<file path="src/sv/sssp_pkg.sv">
`default_nettype none
package sssp_pkg;
    localparam int NODES = 32;
    localparam int NODE_BITS = 5;
    localparam int WEIGHT_BITS = 16;
    localparam int DIST_BITS = 21;
    // one edge-store row: all costs of a source node, present bits on top
    localparam int ROW_BITS = NODES * WEIGHT_BITS + NODES;

    typedef enum logic [1:0] {
        REQ_CLEAR = 2'd0,
        REQ_LOAD  = 2'd1,
        REQ_RUN   = 2'd2,
        REQ_NONE  = 2'd3
    } req_t;

    typedef struct packed {
        logic                   init;
        logic [NODE_BITS-1:0]   start;
        logic                   mark;
        logic [NODE_BITS-1:0]   visit;
        logic                   relax;
        logic [DIST_BITS-1:0]   base;
        logic [NODES-1:0]       edge_row;
        logic [NODES*WEIGHT_BITS-1:0] cost_row;
    } cell_ctl_t;

    typedef struct packed {
        logic                   found;
        logic [NODE_BITS-1:0]   idx;
        logic [DIST_BITS-1:0]   dval;
    } cand_t;
endpackage
`default_nettype wire

</file>
<file path="src/sv/sssp_cell.sv">
`default_nettype none
module sssp_cell
    import sssp_pkg::*;
(
    input  wire logic                  aclk,
    input  wire logic                  aresetn,
    input  wire logic [NODE_BITS-1:0]  my_index,
    input  wire cell_ctl_t             ctl,
    input  wire cand_t                 cand_in,
    output cand_t                      cand_out,
    output logic [DIST_BITS-1:0]       dist_out,
    output logic                       reached
);
    logic [DIST_BITS-1:0] dist_reg, dist_next;
    logic reached_reg, reached_next, visited_reg, visited_next;
    cand_t cand_reg, cand_next;
    logic [WEIGHT_BITS-1:0] w;
    logic [DIST_BITS-1:0] nd;
    logic mine;

    always_comb begin
        w = ctl.cost_row[my_index*WEIGHT_BITS +: WEIGHT_BITS];
        nd = ctl.base + DIST_BITS'(w);
        mine = reached_reg && !visited_reg;
        dist_next = dist_reg;
        reached_next = reached_reg;
        visited_next = visited_reg;
        if (ctl.init) begin
            reached_next = (ctl.start == my_index);
            visited_next = 1'b0;
            dist_next = '0;
        end else begin
            if (ctl.mark && ctl.visit == my_index) visited_next = 1'b1;
            if (ctl.relax && ctl.edge_row[my_index]
                && (!reached_reg || nd < dist_reg)) begin
                reached_next = 1'b1;
                dist_next = nd;
            end
        end
        // take equal distances too while moving toward index 0: lowest index wins ties
        cand_next = cand_in;
        if (mine && (!cand_in.found || dist_reg <= cand_in.dval)) begin
            cand_next.found = 1'b1;
            cand_next.idx = my_index;
            cand_next.dval = dist_reg;
        end
    end

    always_ff @(posedge aclk) begin
        if (!aresetn) begin
            reached_reg <= 1'b0;
            visited_reg <= 1'b0;
        end else begin
            reached_reg <= reached_next;
            visited_reg <= visited_next;
        end
        dist_reg <= dist_next;
        cand_reg <= cand_next;
    end
    assign cand_out = cand_reg;
    assign dist_out = dist_reg;
    assign reached = reached_reg;
endmodule
`default_nettype wire

</file>
<file path="config.mk">
export PLATFORM = sky130hd
export DESIGN_NAME = sssp_cell
export DESIGN_NICKNAME = d
export VERILOG_FILES = /design/src/sv/sssp_pkg.sv /design/src/sv/sssp_cell.sv
export SDC_FILE = /design/constraint.sdc
export NUM_CORES = 1
export LEC_CHECK = 0
export BUFFER_PORTS_ARGS = -buffer_cell sky130_fd_sc_hd__buf_2
export CORE_AREA = 3 3 255 257
export CTS_BUF_LIST = sky130_fd_sc_hd__clkbuf_2
export CTS_CLUSTER_SIZE = 24
export DETAILED_ROUTE_END_ITERATION = 7
export DIE_AREA = 0 0 258 260
export PLACE_DENSITY = 0.32
export REMOVE_ABC_BUFFERS = 1
export SYNTH_ARGS = -nofsm -noshare
export SYNTH_HDL_FRONTEND = slang
export SYNTH_SLANG_ARGS = --single-unit
</file>
<file path="constraint.sdc">
create_clock -name aclk -period 8.7 [get_ports aclk]
set_input_delay 2.61 -clock aclk [delete_from_list [all_inputs] [get_ports aclk]]
set_output_delay 2.61 -clock aclk [all_outputs]
set_load 0.01 [all_outputs]
</file>
Yosys cells after proc, flatten, opt, wreduce, memory -nomap -nowiden

Cells that the tools add are included.

Flip-flop bits (word level): 50
Bits of input ports: 612
Output and inout bits: 49

$add $sub $neg: 1
Order comparisons: 3
Eq/ne operators: 2
Shifts and indexed selects: 1
Muxes and demuxes: 5
Bitwise operators: 1
Reduce and logical (&&, ||, !) cells: 12

Operators with widths:

| cell                 | number |
|---|---|
| $shiftx A512 B10 Y16 | 1 |
| $mux W26             | 1 |
| $add A21 B16 Y21     | 1 |
| $le A21 B21 Y1       | 1 |
| $lt A21 B21 Y1       | 1 |
| $eq A5 B5 Y1         | 2 |
| $lt A5 B6 Y1 const B | 1 |
| $bmux W1 S5          | 1 |
| $logic_and A1 B1 Y1  | 5 |
| $logic_not A1 Y1     | 3 |
| $mux W1              | 3 |
| $logic_or A1 B1 Y1   | 2 |
| $reduce_bool A2 Y1   | 1 |
| $reduce_or A2 Y1     | 1 |
| $not A1 Y1           | 1 |

Depth between registers and ports, before layout

Depth after elaboration: 7
Mapped depth: 25

Worst setup path after synthesis

Ideal clock, no wire load.

Path kind: input -> register
Start: input port my_index[0]
End: register dist_reg[6] (netlist: dist_out[6])
Setup time: 0.128 ns
Arrival: 8.460 ns
Data required time: 8.572 ns
Slack: 0.113 ns
Cell stages on the path: 25
Path buffers: 5
Cells stage by stage: buf_4 > buf_2 > buf_1 > mux4_2 > mux4_2 > mux2_2 > ha_1 > fa_1 > a21oi_1 > nand4b_1 > a21oi_1 > or2_2 > clkbuf_1 > o21a_1 > or3_1 > and2_1 > ha_1 > nand3_1 > or3_1 > nor2_1 > a211o_1 > a21oi_4 > buf_6 > mux2i_1 > nor2_1

Cells in the longest elaborated chain, start to end: 5
Elaborated cells between the ends (all ways): 8
Classes of those cells: add/sub (1); order compare (1); shift (1); mux (2); reduce/logical (3)

RTL lines:

| element              | line            | source |
|---|---|---|
| from (decl)          | sssp_cell.sv:7  | `input wire logic [NODE_BITS-1:0] my_index,` |
| $shiftx A512 B10 Y16 | sssp_cell.sv:22 | `w = ctl.cost_row[my_index*WEIGHT_BITS +: WEIGHT_BITS];` |
| $add A21 B16 Y21     | sssp_cell.sv:23 | `nd = ctl.base + DIST_BITS'(w);` |
| via nd[16]           | sssp_cell.sv:18 | `logic [DIST_BITS-1:0] nd;` |
| $lt A21 B21 Y1       | sssp_cell.sv:35 | `&& (!reached_reg \|\| nd < dist_reg)) begin` |
| $logic_or A1 B1 Y1   | sssp_cell.sv:35 |  |
| $logic_and A1 B1 Y1  | sssp_cell.sv:35 |  |
| to (signal assigned) | sssp_cell.sv:57 | `dist_reg <= dist_next;` |
| to (decl)            | sssp_cell.sv:14 | `logic [DIST_BITS-1:0] dist_reg, dist_next;` |

The timed path passes the listed nets, and every way through them passes these cells. The select of a mux whose other input is x is not followed.
A chain may end at the register's enable or synchronous reset.

Final worst setup path

Start: input port my_index[0]
End: register dist_reg[2] (netlist: dist_out[2])

The elaborated chain is that of the path after synthesis.

==> out/results.tsv <==
stage	metric	value	unit
outcome	outcome	complete, no violations	
route	antenna viol nets, final	0	
min_path	worst min-delay path class	flop to flop	
logic_synthesis	Post-synth ARST share	0	%
timing	final worst slack	0.781	ns
logic_synthesis	top cells by area, synth	mux4_2 (48%), dfxtp_1 (13%), ha_1 (8.9%), mux2i_1 (3.8%), mux2_2 (3.2%)	
grt	GRT Total Usage	15.1	%
clocking	H-tree levels	2	
clocking	cts repair resizes	0	
pwr	internal power	0.761	mW
timing	Final Cycle Share	91.0	%
place	I/O Buffers	660	
timing	relative slew slack	50.8	%
pwr	peak supply drop	0.0000501	V
grt	number of global-route vias before repair	9896	
grt	largest net degree at the start of global routing	34	
logic_synthesis	EDFF count, synth	0	
clocking	CTS tree	done	
critical_path	critical path arrival	8.35	ns
timing	skew final	0.0423	ns
route	final WL	53.5	mm
clocking	Sink Count	50	
critical_path	Worst Setup End Kind	flop	
pwr	switch share	42.0	%
timing	final setup vio count	0	
route	routed vias	8927	
critical_path	crit path launch type	input port	
clocking	Skew-Pair Late Insertion Delay	0.50	ns
logic_synthesis	Synth area leader	mux4_2	
die	Initial Utilization	12.7	%
logic_synthesis	synthesized area	8000	um^2
die	cell row count	92	
clocking	total CTS buffers	5	
logic_synthesis	top_reg_cell synth	dfxtp_1	
pwr	sw power	0.551	mW
pwr	PwrDens	104	nW/um^2
timing	RSZ-0062 raised after global routing	no	
clocking	CTS clock-pin slew for the worst setup and hold paths	0.30	ns
timing	Max Fclk	0.126	GHz
route	router iterations before antenna repair	5	
place	Placement Setup Slack	0.152	ns
critical_path	Critical Path Fanout Max	30	
layout	commonest non-fill, non-tap cell in the layout	buf_2	
layout	Largest register FFs	27	
layout	Final Net Count	1993	
logic_synthesis	Syn. warnings	0	
clocking	clock buffer depth	2	
timing	Final Hold Viols	0	
pwr	Leak	5.73	nW
timing	Worst Max-Slew Pin Slew	0.729	ns
logic_synthesis	post-synth top area share	47.8	%
pwr	Seq pwr share	21.6	%
critical_path	Worst Path Required	9.13	ns
place	HPWL after detailed placement	48.5	mm
grt	antenna violations before repair	35	
route	Avg WL per Cell	24.5	um
critical_path	Max stage delay cell, worst path	mux4_2	
route	vias per inst	4.08	
layout	fillers	7083	
critical_path	crit-path cells	buf_8 > buf_4 > mux4_2 > mux4_2 > mux2_2 > ha_1 > a211o_1 > o21a_1 > a311oi_1 > o311ai_0 > ha_1 > a21oi_1 > a21o_1 > a21oi_1 > a211o_1 > a21oi_4 > buf_12 > mux2i_1 > nor2_1	
critical_path	Reg2Reg Depth	10	
logic_synthesis	Syn Inst Count	675	
place	routability cong.	0.872	
logic_synthesis	Yosys reg bits	50	
die	core region area	63000	um^2
timing	Final Critical Period	7.92	ns
logic_synthesis	Distinct cells, synth	58	
die	Die ar.	67100	um^2
route	Initial DRC Count	325	
grt	gr ovfl total	0	
critical_path	WS Path Type	input port to flop	
die	Die Span X	258	um
timing	setup TNS	0	ns
logic_synthesis	sequential area share after synthesis	12.5	%
layout	layout cells sized above 1	68.1	%
clocking	Root Buffer Master	clkbuf_2	
logic_synthesis	Synth Area per Inst	11.9	um^2
pwr	Comb pwr share	68.0	%
clocking	Post-CTS Setup Repair Bufs	0	
layout	synthesis-to-layout area growth	57.3	%
route	drt drc	0	
min_path	hold path depth	2	
pwr	clock power share	10.4	%
grt	first-pass GRT wire length	72.5	mm
layout	most frequent cells in the layout	buf_2 (657), mux4_2 (170), ha_1 (57), dfxtp_1 (50), inv_1 (49)	
die	io pins	661	
die	height of the die	260	um
clocking	hold_buf cts	0	
critical_path	Worst path max stage delay	0.56	ns
timing	Final Max Slew Viols	0	
job	Max-cap violations	0	
==> layout make-up <==
cell class	instances	area, um^2	area share [%]
antenna	17	42.5	0.338
sequential	50	1000	7.95
clock buffer	6	30.0	0.238
multi-input combinational	526	6610	52.5
tap	846	1060	8.41
inverter	49	184	1.46
timing repair buffer	691	3630	28.8
clock inverter	2	37.5	0.298
==> stage by stage <==
stage                     area (um^2)  util, %  cells  hold WS [ns]  power (mW)
after floorplan                  7780        -    625         0.502       0.776
after global placement          12500     19.8   2162         0.485        1.20
after detailed placement        12500     19.8   2162         0.509        1.20
after CTS                       12600     19.9   2170         0.537        1.35
after global routing            12600     19.9   2174         0.562        1.44
final                           12600     20.0   2187         0.526        1.31
==> power groups by stage <==
stage	clock network (mW)	registers [mW]	logic (mW)
2_1_floorplan	0	0.297	0.480
3_3_place_gp	0	0.290	0.907
3_5_place_dp	0	0.289	0.908
4_1_cts	0.151	0.285	0.912
5_1_grt	0.155	0.289	0.992
6_report	0.137	0.284	0.892
==> cells in the mapped netlist (all sizes together), types with 13 or more instances <==
cell type	number
clkbuf	23
buf	27
a21o	16
a21oi	34
ha	57
o21ai	22
xnor2	13
mux2i	30
mux2	23
nor2	29
dfxtp	50
nand2	28
mux4	170
inv	49
==> worst paths after layout <==
path                            slack (ns)         start            to
worst max-delay path                  0.78   my_index[0]   dist_out[2]
worst min-delay path                  0.53  dist_out[10]  cand_out[10]
worst max register to register        5.96   dist_out[6]   dist_out[2]
worst min register to register        0.53  dist_out[10]  cand_out[10]
==> worst max-delay path, delay by kind of cell <==
kind	cells	cell delay, ns
AO/OA/AOI/OAI	9	2.38
multiplexers	4	1.56
buffers and inverters	3	0.87
adder cells (fa/ha/maj)	2	0.80
AND/OR/NAND/NOR	1	0.05
==> per-layer routing <==
| layer | share of wire (%) | GRT usage, % |
|---|---|---|
| met4 | 0.90 | 1.93 |
| met1 | 40 | 18.5 |
| met2 | 51 | 27.1 |
| met5 | 0.12 | 0 |
| met3 | 8.1 | 4.21 |
==> logic make-up (layout without fill, tap and decap cells) <==
| family | count (synthesis) | in the layout | synth area share (%) |
|---|---|---|---|
| compound gates | 113 | 113 | 9.36 |
| xor+xnor | 22 | 22 | 2.41 |
| fa+ha+maj | 58 | 58 | 9.16 |
| buf+inv | 99 | 748 | 5.05 |
| flops | 50 | 50 | 12.5 |
| mux | 223 | 223 | 54.8 |
| other cells | 0 | 17 | 0 |
| simple gates | 110 | 110 | 6.69 |
No activity file was read; power rests on OpenSTA's default activity.
